==> src/sv/assert_macros.svh <==
// Assertion macros shared by the run-length texel expander RTL.
// Included by modules that carry concurrent checks; no other dependencies.
`ifndef ASSERT_MACROS_SVH
`define ASSERT_MACROS_SVH

// Property must hold at every rising edge outside reset.
`define RPTT_ASSERT(lbl, clk, rst, prop, msg) \
   lbl: assert property (@(posedge clk) disable iff (rst) prop) else $error(msg);

// Condition must never be seen at a rising edge outside reset.
`define RPTT_NEVER(lbl, clk, rst, cond, msg) \
   `RPTT_ASSERT(lbl, clk, rst, !(cond), msg)

`endif

==> src/sv/rptt_pkg.sv <==
// Package for the run-length palette to tiled texel expander.
// Constants, opcodes, status codes, queue entry type and tile addressing.
`timescale 1ns / 1ps

package rptt_pkg;

   localparam int TEXTURE_SIDE  = 64;
   localparam int PALETTE_DEPTH = 32;
   localparam int MAX_RUN       = 64;

   localparam int PAL_IDX_W  = $clog2(PALETTE_DEPTH);
   localparam int TILE_COLS  = TEXTURE_SIDE / 8;
   localparam int SIDE_LIMIT = (TEXTURE_SIDE < 64) ? TEXTURE_SIDE : 64;

   localparam int FIFO_DEPTH = 4;
   localparam int FIFO_PTR_W = $clog2(FIFO_DEPTH);
   localparam int FIFO_CNT_W = $clog2(FIFO_DEPTH + 1);

   localparam logic [6:0] IMAGE_SIDE_RESET      = 7'd48;
   localparam logic [5:0] PALETTE_ENTRIES_RESET = 6'd22;

   // register index = paddr[2]
   localparam logic REG_IMAGE_SIDE      = 1'b0;
   localparam logic REG_PALETTE_ENTRIES = 1'b1;

   localparam logic [1:0] OP_WRITE  = 2'd0;
   localparam logic [1:0] OP_RUN    = 2'd1;
   localparam logic [1:0] OP_FINISH = 2'd2;
   localparam logic [1:0] OP_START  = 2'd3;

   localparam logic [2:0] ST_TEXEL      = 3'd0;
   localparam logic [2:0] ST_BAD_INDEX  = 3'd1;
   localparam logic [2:0] ST_OVERFLOW   = 3'd2;
   localparam logic [2:0] ST_COMPLETE   = 3'd3;
   localparam logic [2:0] ST_INCOMPLETE = 3'd4;

   // one classified item waiting for the back end
   typedef struct packed {
      logic [1:0]  op;
      logic [6:0]  count;   // already saturated to MAX_RUN
      logic        bad;     // index fails the palette range check
      logic [31:0] rgba;    // alpha high byte .. red low byte
   } cmd_type;

   // 8x8 tiles across the texture, Morton order inside a tile
   function automatic logic [11:0] tile_addr(input logic [5:0] x, input logic [5:0] y);
      logic [5:0]  swz;
      logic [31:0] tile;
      swz  = {y[2], x[2], y[1], x[1], y[0], x[0]};
      tile = 32'(y[5:3]) * 32'(TILE_COLS) + 32'(x[5:3]);
      return 12'((tile << 6) | 32'(swz));
   endfunction

endpackage

==> src/sv/rptt_front.sv <==
// Front end: accepts items, holds the palette, classifies runs.
// Uses rptt_pkg; feeds rptt_fifo with rptt_pkg::cmd_type entries.
`timescale 1ns / 1ps

module rptt_front (
   input  logic              clock,
   input  logic              reset,
   input  logic              req_valid,
   output logic              req_ready,
   input  logic [1:0]        req_op,
   input  logic [6:0]        req_run_length,
   input  logic [7:0]        req_color_index,
   input  logic [7:0]        req_entry_red,
   input  logic [7:0]        req_entry_green,
   input  logic [7:0]        req_entry_blue,
   input  logic [7:0]        req_entry_alpha,
   input  logic [5:0]        palette_entries,
   output logic              push_valid,
   output rptt_pkg::cmd_type push_cmd,
   input  logic              push_ready
);

   logic [31:0] palette_mem [rptt_pkg::PALETTE_DEPTH];

   logic        stg_valid_ff, stg_valid_in;
   logic [1:0]  stg_op_ff;
   logic [6:0]  stg_count_ff;
   logic        stg_bad_ff;
   logic [31:0] stg_rgba_ff;

   logic accept, push, idx_in_range, idx_bad;
   logic [6:0] count_sat;
   logic [rptt_pkg::PAL_IDX_W-1:0] idx;

   assign push      = stg_valid_ff && push_ready;
   assign req_ready = !stg_valid_ff || push;
   assign accept    = req_valid && req_ready;

   assign idx          = req_color_index[rptt_pkg::PAL_IDX_W-1:0];
   assign idx_in_range = {1'b0, req_color_index} < 9'(rptt_pkg::PALETTE_DEPTH);
   assign idx_bad      = !idx_in_range || (req_color_index >= {2'b00, palette_entries});
   assign count_sat    = (req_run_length > 7'(rptt_pkg::MAX_RUN)) ?
                         7'(rptt_pkg::MAX_RUN) : req_run_length;

   // palette writes end here; everything else goes on to the queue
   always_comb begin
      stg_valid_in = stg_valid_ff;
      if (accept && req_op != rptt_pkg::OP_WRITE) begin
         stg_valid_in = 1'b1;
      end else if (push) begin
         stg_valid_in = 1'b0;
      end
   end

   always_ff @(posedge clock) begin
      if (reset) begin
         stg_valid_ff <= 1'b0;
      end else begin
         stg_valid_ff <= stg_valid_in;
      end
   end

   always_ff @(posedge clock) begin
      if (accept) begin
         stg_op_ff    <= req_op;
         stg_count_ff <= count_sat;
         stg_bad_ff   <= idx_bad;
      end
   end

   // read before write: a run sees writes from earlier items only
   always_ff @(posedge clock) begin
      if (accept && req_op == rptt_pkg::OP_WRITE && idx_in_range) begin
         palette_mem[idx] <= {req_entry_alpha, req_entry_blue, req_entry_green, req_entry_red};
      end
      if (accept) begin
         stg_rgba_ff <= palette_mem[idx];
      end
   end

   assign push_valid = stg_valid_ff;
   always_comb begin
      push_cmd       = '0;
      push_cmd.op    = stg_op_ff;
      push_cmd.count = stg_count_ff;
      push_cmd.bad   = stg_bad_ff;
      push_cmd.rgba  = stg_rgba_ff;
   end

endmodule

==> src/sv/rptt_fifo.sv <==
// Short command queue between front and back ends.
// Uses rptt_pkg (depth and entry type) and assert_macros.svh.
`timescale 1ns / 1ps
`include "assert_macros.svh"

module rptt_fifo (
   input  logic              clock,
   input  logic              reset,
   input  logic              push_valid,
   input  rptt_pkg::cmd_type push_cmd,
   output logic              push_ready,
   output logic              pop_valid,
   output rptt_pkg::cmd_type pop_cmd,
   input  logic              pop_req
);

   rptt_pkg::cmd_type entry_ff [rptt_pkg::FIFO_DEPTH];

   logic [rptt_pkg::FIFO_PTR_W-1:0] wr_ptr_ff, wr_ptr_in;
   logic [rptt_pkg::FIFO_PTR_W-1:0] rd_ptr_ff, rd_ptr_in;
   logic [rptt_pkg::FIFO_CNT_W-1:0] count_ff, count_in;
   logic push, pop;

   assign push_ready = count_ff != rptt_pkg::FIFO_CNT_W'(rptt_pkg::FIFO_DEPTH);
   assign pop_valid  = count_ff != '0;
   assign push       = push_valid && push_ready;
   assign pop        = pop_req && pop_valid;
   assign pop_cmd    = entry_ff[rd_ptr_ff];

   always_comb begin
      wr_ptr_in = wr_ptr_ff;
      rd_ptr_in = rd_ptr_ff;
      count_in  = count_ff;
      if (push) begin
         wr_ptr_in = (wr_ptr_ff == rptt_pkg::FIFO_PTR_W'(rptt_pkg::FIFO_DEPTH - 1)) ?
                     '0 : wr_ptr_ff + 1'b1;
      end
      if (pop) begin
         rd_ptr_in = (rd_ptr_ff == rptt_pkg::FIFO_PTR_W'(rptt_pkg::FIFO_DEPTH - 1)) ?
                     '0 : rd_ptr_ff + 1'b1;
      end
      if (push && !pop) begin
         count_in = count_ff + 1'b1;
      end else if (pop && !push) begin
         count_in = count_ff - 1'b1;
      end
   end

   always_ff @(posedge clock) begin
      if (reset) begin
         wr_ptr_ff <= '0;
         rd_ptr_ff <= '0;
         count_ff  <= '0;
      end else begin
         wr_ptr_ff <= wr_ptr_in;
         rd_ptr_ff <= rd_ptr_in;
         count_ff  <= count_in;
      end
   end

   always_ff @(posedge clock) begin
      if (push) begin
         entry_ff[wr_ptr_ff] <= push_cmd;
      end
   end

   `RPTT_NEVER(a_fifo_over, clock, reset, count_ff > rptt_pkg::FIFO_CNT_W'(rptt_pkg::FIFO_DEPTH), "queue occupancy past depth")
   `RPTT_ASSERT(a_fifo_ptr_gap, clock, reset, (count_ff == '0 || count_ff == rptt_pkg::FIFO_CNT_W'(rptt_pkg::FIFO_DEPTH)) |-> (wr_ptr_ff == rd_ptr_ff), "queue pointers disagree with occupancy")

endmodule

==> src/sv/rptt_back.sv <==
// Back end: image counters, sticky error, run expansion, result register.
// Uses rptt_pkg (codes, tile_addr) and assert_macros.svh.
`timescale 1ns / 1ps
`include "assert_macros.svh"

module rptt_back (
   input  logic              clock,
   input  logic              reset,
   input  logic [6:0]        image_side,
   input  logic              cmd_valid,
   input  rptt_pkg::cmd_type cmd,
   output logic              cmd_pop,
   output logic              rsp_valid,
   input  logic              rsp_ready,
   output logic [11:0]       rsp_texel_offset,
   output logic [7:0]        rsp_red,
   output logic [7:0]        rsp_green,
   output logic [7:0]        rsp_blue,
   output logic [7:0]        rsp_alpha,
   output logic [2:0]        rsp_status,
   output logic              rsp_last
);

   logic [6:0]  side_ff, side_in;
   logic [12:0] total_ff;

   logic [5:0]  col_ff, col_in;
   logic [5:0]  row_ff, row_in;
   logic [12:0] done_ff, done_in;
   logic        err_ff, err_in;
   logic        busy_ff, busy_in;
   logic [6:0]  remain_ff, remain_in;
   logic [31:0] rgba_ff, rgba_in;

   logic        out_valid_ff, out_valid_in;
   logic [11:0] out_off_ff, out_off_in;
   logic [31:0] out_rgba_ff, out_rgba_in;
   logic [2:0]  out_status_ff, out_status_in;
   logic        out_last_ff, out_last_in;
   logic        load_out, out_free, overflow;

   // clamp side to 1..SIDE_LIMIT; area registered (config is quiet when idle)
   always_comb begin
      side_in = image_side;
      if (side_in == 7'd0) begin
         side_in = 7'd1;
      end else if (side_in > 7'(rptt_pkg::SIDE_LIMIT)) begin
         side_in = 7'(rptt_pkg::SIDE_LIMIT);
      end
   end

   always_ff @(posedge clock) begin
      side_ff  <= side_in;
      total_ff <= {6'd0, side_in} * {6'd0, side_in};
   end

   assign out_free = !out_valid_ff || rsp_ready;
   assign overflow = (14'(done_ff) + 14'(cmd.count)) > 14'(total_ff);

   always_comb begin
      col_in        = col_ff;
      row_in        = row_ff;
      done_in       = done_ff;
      err_in        = err_ff;
      busy_in       = busy_ff;
      remain_in     = remain_ff;
      rgba_in       = rgba_ff;
      cmd_pop       = 1'b0;
      load_out      = 1'b0;
      out_off_in    = '0;
      out_rgba_in   = '0;
      out_status_in = rptt_pkg::ST_TEXEL;
      out_last_in   = 1'b1;

      if (busy_ff) begin
         if (out_free) begin
            load_out    = 1'b1;
            out_off_in  = rptt_pkg::tile_addr(col_ff, row_ff);
            out_rgba_in = rgba_ff;
            out_last_in = remain_ff == 7'd1;
            done_in     = done_ff + 13'd1;
            if ({1'b0, col_ff} + 7'd1 >= side_ff) begin
               col_in = '0;
               row_in = row_ff + 6'd1;
            end else begin
               col_in = col_ff + 6'd1;
            end
            remain_in = remain_ff - 7'd1;
            if (remain_ff == 7'd1) begin
               busy_in = 1'b0;
            end
         end
      end else if (cmd_valid) begin
         unique case (cmd.op)
            rptt_pkg::OP_START: begin
               cmd_pop = 1'b1;
               col_in  = '0;
               row_in  = '0;
               done_in = '0;
               err_in  = 1'b0;
            end
            rptt_pkg::OP_FINISH: begin
               if (out_free) begin
                  cmd_pop       = 1'b1;
                  load_out      = 1'b1;
                  out_status_in = (!err_ff && done_ff == total_ff) ?
                                  rptt_pkg::ST_COMPLETE : rptt_pkg::ST_INCOMPLETE;
               end
            end
            rptt_pkg::OP_RUN: begin
               // both checks apply to empty runs too
               priority if (err_ff) begin
                  cmd_pop = 1'b1;
               end else if (cmd.bad || overflow) begin
                  if (out_free) begin
                     cmd_pop       = 1'b1;
                     load_out      = 1'b1;
                     err_in        = 1'b1;
                     out_status_in = cmd.bad ? rptt_pkg::ST_BAD_INDEX : rptt_pkg::ST_OVERFLOW;
                  end
               end else if (cmd.count == 7'd0) begin
                  cmd_pop = 1'b1;
               end else begin
                  cmd_pop   = 1'b1;
                  busy_in   = 1'b1;
                  remain_in = cmd.count;
                  rgba_in   = cmd.rgba;
               end
            end
            default: begin
               // palette writes stay in the front end
               cmd_pop = 1'b1;
            end
         endcase
      end
   end

   always_comb begin
      out_valid_in = out_valid_ff;
      if (load_out) begin
         out_valid_in = 1'b1;
      end else if (rsp_ready) begin
         out_valid_in = 1'b0;
      end
   end

   always_ff @(posedge clock) begin
      if (reset) begin
         col_ff       <= '0;
         row_ff       <= '0;
         done_ff      <= '0;
         err_ff       <= 1'b0;
         busy_ff      <= 1'b0;
         remain_ff    <= '0;
         out_valid_ff <= 1'b0;
      end else begin
         col_ff       <= col_in;
         row_ff       <= row_in;
         done_ff      <= done_in;
         err_ff       <= err_in;
         busy_ff      <= busy_in;
         remain_ff    <= remain_in;
         out_valid_ff <= out_valid_in;
      end
   end

   always_ff @(posedge clock) begin
      rgba_ff <= rgba_in;
      if (load_out) begin
         out_off_ff    <= out_off_in;
         out_rgba_ff   <= out_rgba_in;
         out_status_ff <= out_status_in;
         out_last_ff   <= out_last_in;
      end
   end

   assign rsp_valid        = out_valid_ff;
   assign rsp_texel_offset = out_off_ff;
   assign rsp_red          = out_rgba_ff[7:0];
   assign rsp_green        = out_rgba_ff[15:8];
   assign rsp_blue         = out_rgba_ff[23:16];
   assign rsp_alpha        = out_rgba_ff[31:24];
   assign rsp_status       = out_status_ff;
   assign rsp_last         = out_last_ff;

   `RPTT_ASSERT(a_busy_remain, clock, reset, busy_ff |-> (remain_ff != 7'd0), "run in flight with no texels left")
   `RPTT_ASSERT(a_status_clean, clock, reset, (out_valid_ff && out_status_ff != rptt_pkg::ST_TEXEL) |-> (out_last_ff && out_off_ff == 12'd0 && out_rgba_ff == 32'd0), "status result carries texel data")
   `RPTT_ASSERT(a_pos_hold, clock, reset, (busy_ff && !out_free) |=> ($stable(col_ff) && $stable(row_ff) && $stable(done_ff)), "position moved while output stalled")
   `RPTT_NEVER(a_pop_empty, clock, reset, cmd_pop && !cmd_valid, "pop from empty queue")

endmodule

==> src/sv/rle_palette_to_tiled_texels_core.sv <==
// Run-length palette expander writing texels into an 8x8 Morton-tiled texture.
// A run of n pixels (n clipped to MAX_RUN) that passes its checks is expanded to n texels,
// one texel a cycle while rsp_ready does not stall the output; palette writes never reach the back end.
// Path: front stage register, queue, back end, then the output register.
// Reset: counters, sticky error, queue and output cleared; image_side 48,
// palette_entries 22; palette contents are kept and stay undefined until written.
// Depends on rptt_pkg, rptt_front, rptt_fifo and rptt_back.
`timescale 1ns / 1ps

module rle_palette_to_tiled_texels_core (
   input  logic        clock,
   input  logic        reset,
   // input items
   input  logic        req_valid,
   output logic        req_ready,
   input  logic [1:0]  req_op,
   input  logic [6:0]  req_run_length,
   input  logic [7:0]  req_color_index,
   input  logic [7:0]  req_entry_red,
   input  logic [7:0]  req_entry_green,
   input  logic [7:0]  req_entry_blue,
   input  logic [7:0]  req_entry_alpha,
   // result items
   output logic        rsp_valid,
   input  logic        rsp_ready,
   output logic [11:0] rsp_texel_offset,
   output logic [7:0]  rsp_red,
   output logic [7:0]  rsp_green,
   output logic [7:0]  rsp_blue,
   output logic [7:0]  rsp_alpha,
   output logic [2:0]  rsp_status,
   output logic        rsp_last,
   // register port
   input  logic        psel,
   input  logic        penable,
   input  logic        pwrite,
   input  logic [2:0]  paddr,
   input  logic [31:0] pwdata,
   output logic [31:0] prdata,
   output logic        pready
);

   // ---- registers: image_side at 0x0, palette_entries at 0x4 ----
   logic [6:0] image_side_ff;
   logic [5:0] palette_entries_ff;
   logic       csr_write;

   assign pready    = 1'b1;
   assign csr_write = psel && penable && pwrite && pready;

   always_ff @(posedge clock) begin
      if (reset) begin
         image_side_ff      <= rptt_pkg::IMAGE_SIDE_RESET;
         palette_entries_ff <= rptt_pkg::PALETTE_ENTRIES_RESET;
      end else if (csr_write) begin
         unique case (paddr[2])
            rptt_pkg::REG_IMAGE_SIDE:      image_side_ff      <= pwdata[6:0];
            rptt_pkg::REG_PALETTE_ENTRIES: palette_entries_ff <= pwdata[5:0];
            default: ;
         endcase
      end
   end

   always_comb begin
      unique case (paddr[2])
         rptt_pkg::REG_IMAGE_SIDE:      prdata = {25'd0, image_side_ff};
         rptt_pkg::REG_PALETTE_ENTRIES: prdata = {26'd0, palette_entries_ff};
         default:                       prdata = '0;
      endcase
   end

   // ---- front end -> queue -> back end ----
   logic              push_valid, push_ready, pop_valid, pop_req;
   rptt_pkg::cmd_type push_cmd, pop_cmd;

   // front: palette store and item classification (index check, run clamp)
   rptt_front u_front (
      .clock           (clock),
      .reset           (reset),
      .req_valid       (req_valid),
      .req_ready       (req_ready),
      .req_op          (req_op),
      .req_run_length  (req_run_length),
      .req_color_index (req_color_index),
      .req_entry_red   (req_entry_red),
      .req_entry_green (req_entry_green),
      .req_entry_blue  (req_entry_blue),
      .req_entry_alpha (req_entry_alpha),
      .palette_entries (palette_entries_ff),
      .push_valid      (push_valid),
      .push_cmd        (push_cmd),
      .push_ready      (push_ready)
   );

   // queue lets the front keep taking items while a run is expanding
   rptt_fifo u_fifo (
      .clock      (clock),
      .reset      (reset),
      .push_valid (push_valid),
      .push_cmd   (push_cmd),
      .push_ready (push_ready),
      .pop_valid  (pop_valid),
      .pop_cmd    (pop_cmd),
      .pop_req    (pop_req)
   );

   // back: raster counters, sticky error, one texel per cycle into output reg while it is free
   rptt_back u_back (
      .clock            (clock),
      .reset            (reset),
      .image_side       (image_side_ff),
      .cmd_valid        (pop_valid),
      .cmd              (pop_cmd),
      .cmd_pop          (pop_req),
      .rsp_valid        (rsp_valid),
      .rsp_ready        (rsp_ready),
      .rsp_texel_offset (rsp_texel_offset),
      .rsp_red          (rsp_red),
      .rsp_green        (rsp_green),
      .rsp_blue         (rsp_blue),
      .rsp_alpha        (rsp_alpha),
      .rsp_status       (rsp_status),
      .rsp_last         (rsp_last)
   );

endmodule

==> config.mk <==
export PLATFORM = sky130hd
export DESIGN_NAME = rle_palette_to_tiled_texels_core
export DESIGN_NICKNAME = d
export VERILOG_FILES = /design/src/sv/rptt_pkg.sv /design/src/sv/rptt_front.sv /design/src/sv/rptt_fifo.sv /design/src/sv/rptt_back.sv /design/src/sv/rle_palette_to_tiled_texels_core.sv
export VERILOG_INCLUDE_DIRS = /design/src /design/src/sv
export SDC_FILE = /design/constraint.sdc
export NUM_CORES = 1
export LEC_CHECK = 0
export ABC_AREA = 0
export ABC_CLOCK_PERIOD_IN_PS = 9100
export BUFFER_PORTS_ARGS = -buffer_cell sky130_fd_sc_hd__buf_2
export CAP_MARGIN = 0
export CORE_MARGIN = 4
export CORE_UTILIZATION = 51
export DETAILED_ROUTE_END_ITERATION = 10
export PLACE_DENSITY = 0.67
export SYNTH_ARGS = -nofsm -noshare
export SYNTH_HDL_FRONTEND = slang
export SYNTH_SLANG_ARGS = --single-unit
==> constraint.sdc <==
create_clock -name clock -period 9.1 [get_ports clock]
set_clock_uncertainty 0.15 [all_clocks]
set_input_delay 0.91 -clock clock [delete_from_list [all_inputs] [get_ports clock]]
set_output_delay 0.91 -clock clock [all_outputs]
set_load 0.05 [all_outputs]
==> results of run 1 <==
[where the power goes]
group          internal, mW  leakage [nW]  switching [mW]
logic                 0.517          5.32            1.03
clock network          3.07          2.17            2.42
registers              7.25          12.5          0.0972
[synthesized netlist by cell type (7+ instances only)]
library cell,count
o21ai_0,17
ha_1,68
nand4_1,48
fa_1,17
nand3_1,17
and2_1,19
mux2i_1,16
buf_4,26
buf_2,17
buf_1,17
edfxtp_1,1314
and3_1,53
a21o_1,7
a22oi_1,133
inv_1,60
mux2_2,7
nor2b_1,18
xor2_1,27
xnor2_1,31
nor3_1,14
nand2_1,56
or3_1,7
dfxtp_1,76
mux4_2,296
clkbuf_1,95
a211oi_1,7
a21oi_1,36
nor2_1,93
[state kept, by name (all words and copies together), names as in the netlist, 2 cells and up, named ones only]
| register | cells |
|---|---|
| u_back.rsp_texel_offset | 12 |
| u_front.stg_op_ff | 2 |
| u_back.out_rgba_ff | 32 |
| u_fifo.wr_ptr_ff | 2 |
| u_back.col_ff | 6 |
| u_back.remain_ff | 7 |
| u_front.palette_mem | 1024 |
| u_back.rgba_ff | 32 |
| u_back.side_ff | 7 |
| u_front.stg_rgba_ff | 32 |
| image_side_ff | 7 |
| u_fifo.rd_ptr_ff | 2 |
| u_fifo.entry_ff | 168 |
| u_fifo.count_ff | 3 |
| u_front.stg_count_ff | 7 |
| u_back.total_ff | 11 |
| u_back.rsp_status | 3 |
| u_back.done_ff | 13 |
| palette_entries_ff | 6 |
| u_back.row_ff | 6 |
[layout make-up]
class,instances,area [um^2],area share [%]
Antenna cell,6,15.01,0.02458
Clock inverter,84,770.7,1.262
Inverter,60,225.2,0.3688
Timing Repair Buffer,180,1071,1.754
Multi-Input combinational cell,1088,12610,20.65
Tap cell,1391,1740,2.850
Sequential cell,1390,40980,67.11
Clock buffer,172,3656,5.986
[layer usage]
layer,vias to the layer above,global-route usage [%]
met1,13926,31.13
met3,219,5.012
met5,-,0
met2,1296,36.02
met4,2,7.638
li1,11280,-
[metrics by stage]
stage | cells | hold slack (ps)
2_1_floorplan | 2696 | 302.1
3_3_place_gp | 4109 | 317.2
3_5_place_dp | 4109 | 332.4
4_1_cts | 4365 | 187.0
5_1_grt | 4368 | 232.5
6_report | 4371 | 248.8
[final timing paths]
check                      endpoint
min           palette_entries_ff[2]
max reg2reg      u_fifo.count_ff[2]
min reg2reg  u_fifo.entry_ff[3][24]
max              u_fifo.count_ff[2]
[cells in the final DEF, fill, tap and decap left out, types with 20 or more instances in the layout]
cell / instances
nand2_1: 55
a21oi_1: 36
buf_4: 60
nor2_4: 34
and3_1: 52
edfxtp_1: 1314
buf_2: 118
a22oi_1: 133
nor2_1: 59
dfxtp_1: 73
clkinv_1: 20
nand4_1: 48
clkbuf_16: 141
conb_1: 33
inv_1: 60
clkinv_2: 35
clkbuf_1: 29
ha_1: 68
xor2_1: 27
mux4_2: 296
xnor2_1: 31
[worst reg2reg max path: stages, from the launching register on]
cell and delay (ps):
dfxtp_2 310, buf_4 490, mux4_2 460, ha_1 250, fa_1 450, a21o_1 200
a21oi_1 240, o21bai_1 90, a21oi_1 230, o21ai_0 190, nand4_1 150, xnor2_1 80
ha_1 320, nand4_1 150, nor2_1 140, o31ai_1 80, a221o_1 450, and2_1 220
o21ai_0 220, ha_1 240, inv_1 70, fa_1 380, xor2_1 190, or3_1 320
a21oi_1 160
[cells by family after synthesis]
family / Yosys count / share of synthesized area, %
XOR/XNOR: 58 / 0.9379
other: 2 / 0.01387
flip-flops: 1390 / 75.66
multiplexers: 321 / 12.85
AO/OA/AOI/OAI: 234 / 3.107
buffers and inverters: 218 / 1.788
AND/OR/NAND/NOR: 357 / 3.447
adder cells (fa/ha/maj): 85 / 2.199
==> key figures, run 1 <==
Worst setup path
  – Arrival time worst endpoint: 6810 ps
  – Worst Setup Path Type: flop to flop
  – CP max stage delay: 490 ps
  – Crit. path cell count: 24
  – Worst Path Required: 9620 ps
  – Slowest CP cell: buf_4
  – Worst Path Max Fanout: 42
  – Top delay family on crit path: compound AO/OA/AOI/OAI gates
  – CP Capture Type: flop
  – Crit path buf inv count: 2
  – Worst path cell trace: buf_4, mux4_2, ha_1, fa_1, a21o_1, a21oi_1, o21bai_1, a21oi_1, o21ai_0, nand4_1, xnor2_1, ha_1, nand4_1, nor2_1, o31ai_1, a221o_1, and2_1, o21ai_0, ha_1, inv_1, fa_1, xor2_1, or3_1, a21oi_1
  – Reg2Reg Setup Slack: 2800 ps
  – Critical Path Source Type: flop
  – Reg2reg path depth: 24

Clock tree
  – Bufs on Longest Clock Path: 3
  – Clock Root Buffer: clkbuf_16
  – Clk Latency, worst-skew pair: 740 ps
  – Total CTS buffers: 140
  – Post-CTS sizing: 0
  – H-Tree Depth: 4
  – Clock transition at path regs: 60 ps
  – Hold_buf cts: 0
  – Postcts setup bufs: 0
  – TritonCTS clock tree: yes
  – Clock sink count: 1390

Timing
  – Slew @ Worst Pin: 1150 ps
  – Final Cycle Share: 69.21%
  – Setup violators final: 0
  – Setup WS post-layout: 2802 ps
  – RSZ-0062 raised after global routing: false
  – Final hold viol count: 0
  – Worst slew margin: 23.18%
  – Total Neg Setup Slack: 0 ps
  – Max Slew Vio Count: 0
  – Max frequency: 158.8 MHz
  – Final min period: 6298 ps

Route
  – DR pass1 iterations: 5
  – Top layer in use: met5
  – Via/cell ratio: 6.114
  – Antenna viol nets, final: 0
  – Initial drt markers: 3313
  – DR WL/cell: 28.54 um
  – WL met1: 49510 um
  – DRC viols: 0
  – Routed length on met2: 60220 um
  – Via Count: 26723
  – Total Wirelength: 124700 um
  – Met3 routed WL: 11010 um

Floorplan
  – Boundary pin count: 174
  – Die width: 333.9 um
  – Starting density of the core: 51.38%
  – Area of the core: 105400 um^2
  – Row count: 119
  – Die height: 333.9 um
  – Die area: 111500 um^2

Yosys
  – Post-synthesis async set-or-reset flop share: 0%
  – Post-synthesis sequential area ratio: 75.66%
  – Mapped Cells: 2665
  – FF+latch count, synth: 1390
  – Dominant cells by area after synthesis: edfxtp_1, mux4_2, dfxtp_1, a22oi_1, ha_1
  – Warnings, synthesis: 0
  – Cell Area, Synth: 54160 um^2
  – Post-synth EDFFs: 1314
  – Ys flop type: edfxtp_1
  – Yosys cell types: 66
  – Syn_area_per_cell: 20.32 um^2
  – Cell taking the most area after synthesis: edfxtp_1
  – Post-synth top area share: 72.85%

Power
  – Peak supply drop: 0.1364 mV
  – Pwr/cell area: 235.4 nW/um^2
  – Pleak: 19.99 nW
  – Final Power: 14.38 mW

Worst hold path
  – Hold wc startpoint: pwdata[2]
  – Hold path cells: 3
  – Min-delay worst type: input pin to flop

GRT
  – Vias in the first global route: 27378
  – Pin count of the biggest net entering global routing: 87
  – Tot GR Track Use: 22.51%
  – Global-route wire length before repair: 182500 um
  – Initial antenna violation count: 7
  – GR Overflow Total: 0

Final layout
  – Layout cell share with drive strength beyond 1: 25.25%
  – Final Cell Area: 61070 um^2
  – Area growth syn-to-layout: 12.76%
  – NumNets Final: 3036
  – Filler Cells Inserted: 7610
  – Util after Layout: 57.93%

Job
  – Max-cap viol count: 0

Place
  – Placer Congestion: 0.8251
  – I/O Buffers: 120
  – Setup WS pre-CTS: 2825 ps
  – HPWL after DPL: 68990 um
  – Placed Area: 56630 um^2

Status
  – Status: completed
(Power assumes the default switching activity.)
==> inputs of run 2 (changes only) <==
Settings changed: ABC_CLOCK_PERIOD_IN_PS 9100 to 6100.
Clock period 9.1 ns to 6.1 ns, I/O delays scaled along.
==> key figures, run 2 (synthesis gave the netlist of run 1 again) <==
Worst setup path
  – Critical Path Source Type: flop
  – Reg2reg path depth: 22
  – Top delay family on crit path: compound AO/OA/AOI/OAI gates
  – Reg2Reg Setup Slack: 380 ps
  – Most Frequent Cell on Critical Path: ha_1
  – Worst path cell trace: buf_4, buf_4, mux4_2, ha_1, o211ai_1, o21ai_0, o31a_1, nand3_1, xnor2_1, ha_1, nand4_1, nor2_1, o31ai_1, a221o_1, and2_1, o21ai_1, ha_1, inv_1, fa_1, xor2_1, or3_1, a21oi_1
  – Critical R2R Capture: u_fifo.count_ff[2]
  – Slowest CP cell: mux4_2
  – CP Capture Type: flop
  – CP max stage delay: 580 ps
  – Worst Setup Path Type: flop to flop
  – Crit path buf inv count: 3
  – Arrival time worst endpoint: 6230 ps
  – Worst Path Required: 6620 ps
  – Worst Path Max Fanout: 9

Floorplan
  – Die width: 333.9 um
  – Row count: 119
  – Die height: 333.9 um
  – Area of the core: 105400 um^2
  – Boundary pin count: 174
  – Die area: 111500 um^2
  – Starting density of the core: 51.38%

Power
  – Sw Share: 24.22%
  – Sw power: 5.205 mW
  – Pwr/cell area: 350.7 nW/um^2
  – Internal Power: 16.29 mW
  – Clock share of power: 38.1%
  – Peak supply drop: 0.2515 mV
  – Final Power: 21.49 mW
  – Comb pwr share: 10.9%
  – Pleak: 20.07 nW
  – Reg power frac: 51.0%

Clock tree
  – Clock transition at path regs: 60 ps
  – TritonCTS clock tree: yes
  – Clock sink count: 1390
  – Bufs on Longest Clock Path: 3
  – Total CTS buffers: 139
  – Postcts setup bufs: 0
  – H-Tree Depth: 4
  – Clock Root Buffer: clkbuf_16
  – Clk Latency, worst-skew pair: 750 ps

Place
  – Placed Area: 56780 um^2
  – HPWL after DPL: 71510 um
  – I/O Buffers: 120
  – Placer Congestion: 0.8070
  – Setup WS pre-CTS: 215.8 ps

Route
  – DR WL/cell: 28.21 um
  – Total Wirelength: 123800 um
  – DR pass1 iterations: 5
  – Via/cell ratio: 6.101
  – Via Count: 26765
  – Initial drt markers: 2969
  – Antenna viol nets, final: 0
  – DRC viols: 0

Worst hold path
  – Hold path cells: 2
  – Worst Hold End: u_front.stg_count_ff[4]
  – Hold wc startpoint: req_run_length[4]
  – Min-delay worst type: input pin to flop

Timing
  – Total Neg Setup Slack: 0 ps
  – Worst slew margin: 14.49%
  – Final Cycle Share: 93.71%
  – Max frequency: 174.9 MHz
  – Final min period: 5716 ps
  – Max Slew Vio Count: 0
  – Slew @ Worst Pin: 1280 ps
  – RSZ-0062 raised after global routing: false
  – Setup violators final: 0
  – Final hold viol count: 0
  – Setup WS post-layout: 384.0 ps

Final layout
  – Layout cell share with drive strength beyond 1: 24.94%
  – Max reg flops: 1024
  – NumNets Final: 3059
  – Most frequent cells in the layout: edfxtp_1, mux4_2, clkbuf_16
  – Commonest non-fill, non-tap cell in the layout: edfxtp_1
  – Largest Register: u_front.palette_mem
  – Area growth syn-to-layout: 13.14%
  – Biggest registers after layout: u_front.palette_mem (1024), u_fifo.entry_ff (168)
  – Final Cell Area: 61280 um^2
  – Filler Cells Inserted: 7592

Status
  – Status: completed

GRT
  – Initial antenna violation count: 9
  – Vias in the first global route: 27181
  – Global-route wire length before repair: 182500 um
  – Tot GR Track Use: 22.38%
  – Pin count of the biggest net entering global routing: 136
  – GR Overflow Total: 0

Job
  – Max-cap viol count: 0
## run 2: changes by cell type in the layout (fill, tap and decap cells not counted), moves of 2 or more
cell / previous run / this run
clkinv_2: 35 / 19
dlygate4sd3_1: 0 / 12
clkbuf_1: 29 / 38
buf_4: 60 / 67
buf_12: 0 / 5
clkinv_1: 20 / 25
diode_2: 6 / 1
clkinv_16: 4 / 0
bufinv_16: 6 / 9
inv_6: 5 / 7
o21ai_0: 17 / 15
o21ai_1: 1 / 3
## run 2: area by class of cell
class                   count  area (um^2)  share of cell area [%]
multi-input cells        1088        12610                   20.59
diodes                      1        2.502                0.004084
repair buffers            204         1344                   2.193
flip-flops and latches   1390        40980                   66.88
well taps                1391         1740                   2.840
clock buffers             179         3671                   5.991
inverters                  60        225.2                  0.3675
clock inverters            74        699.4                   1.141
## run 2: timing repair
action                                 in CTS  in global routing
hold buffers                               12                  0
resized for setup                           0                  3
setup endpoints to repair                   0                 34
endpoints found under the hold margin      18                  0
## run 2: worst max-delay path by stage
stage               startpoint                    end  slack (ps)  cells after the start
finish                    flop     u_fifo.count_ff[2]         380                     22
CTS                       flop     u_fifo.count_ff[2]         170                     23
global route              flop     u_fifo.count_ff[2]           9                     22
floorplan                 flop  u_back.out_rgba_ff[0]         370                     19
detailed placement        flop     u_fifo.count_ff[2]         220                     23
global placement          flop     u_fifo.count_ff[2]         280                     23
## run 2: layer usage
metal  GRT usage, %  wire, um  vias to the layer above
met3          4.531      9624                      212
met2          35.67     60140                     1134
li1               -         -                    11339
met4          6.401      2922                        6
met5              0        41                        -
met1          31.95     51020                    14074
## run 2: stage by stage
step	hold slack [ps]	instances	util, %
floorplan	302.1	2696	-
global placement	318.4	4121	53.87
detailed placement	338.0	4121	53.87
CTS	8.632	4386	58.13
global route	18.29	4386	58.13
finish	42.08	4387	58.13
## run 2: power groups by stage
| stage | Combinational, mW | Sequential (mW) | Clock (mW) |
|---|---|---|---|
| after floorplan | 1.34 | 11.5 | 0 |
| after CTS | 2.37 | 11.0 | 8.34 |
| after global routing | 2.54 | 11.0 | 8.75 |
| after global placement | 2.32 | 11.1 | 0 |
| after detailed placement | 2.35 | 11.2 | 0 |
| final | 2.35 | 11.0 | 8.19 |
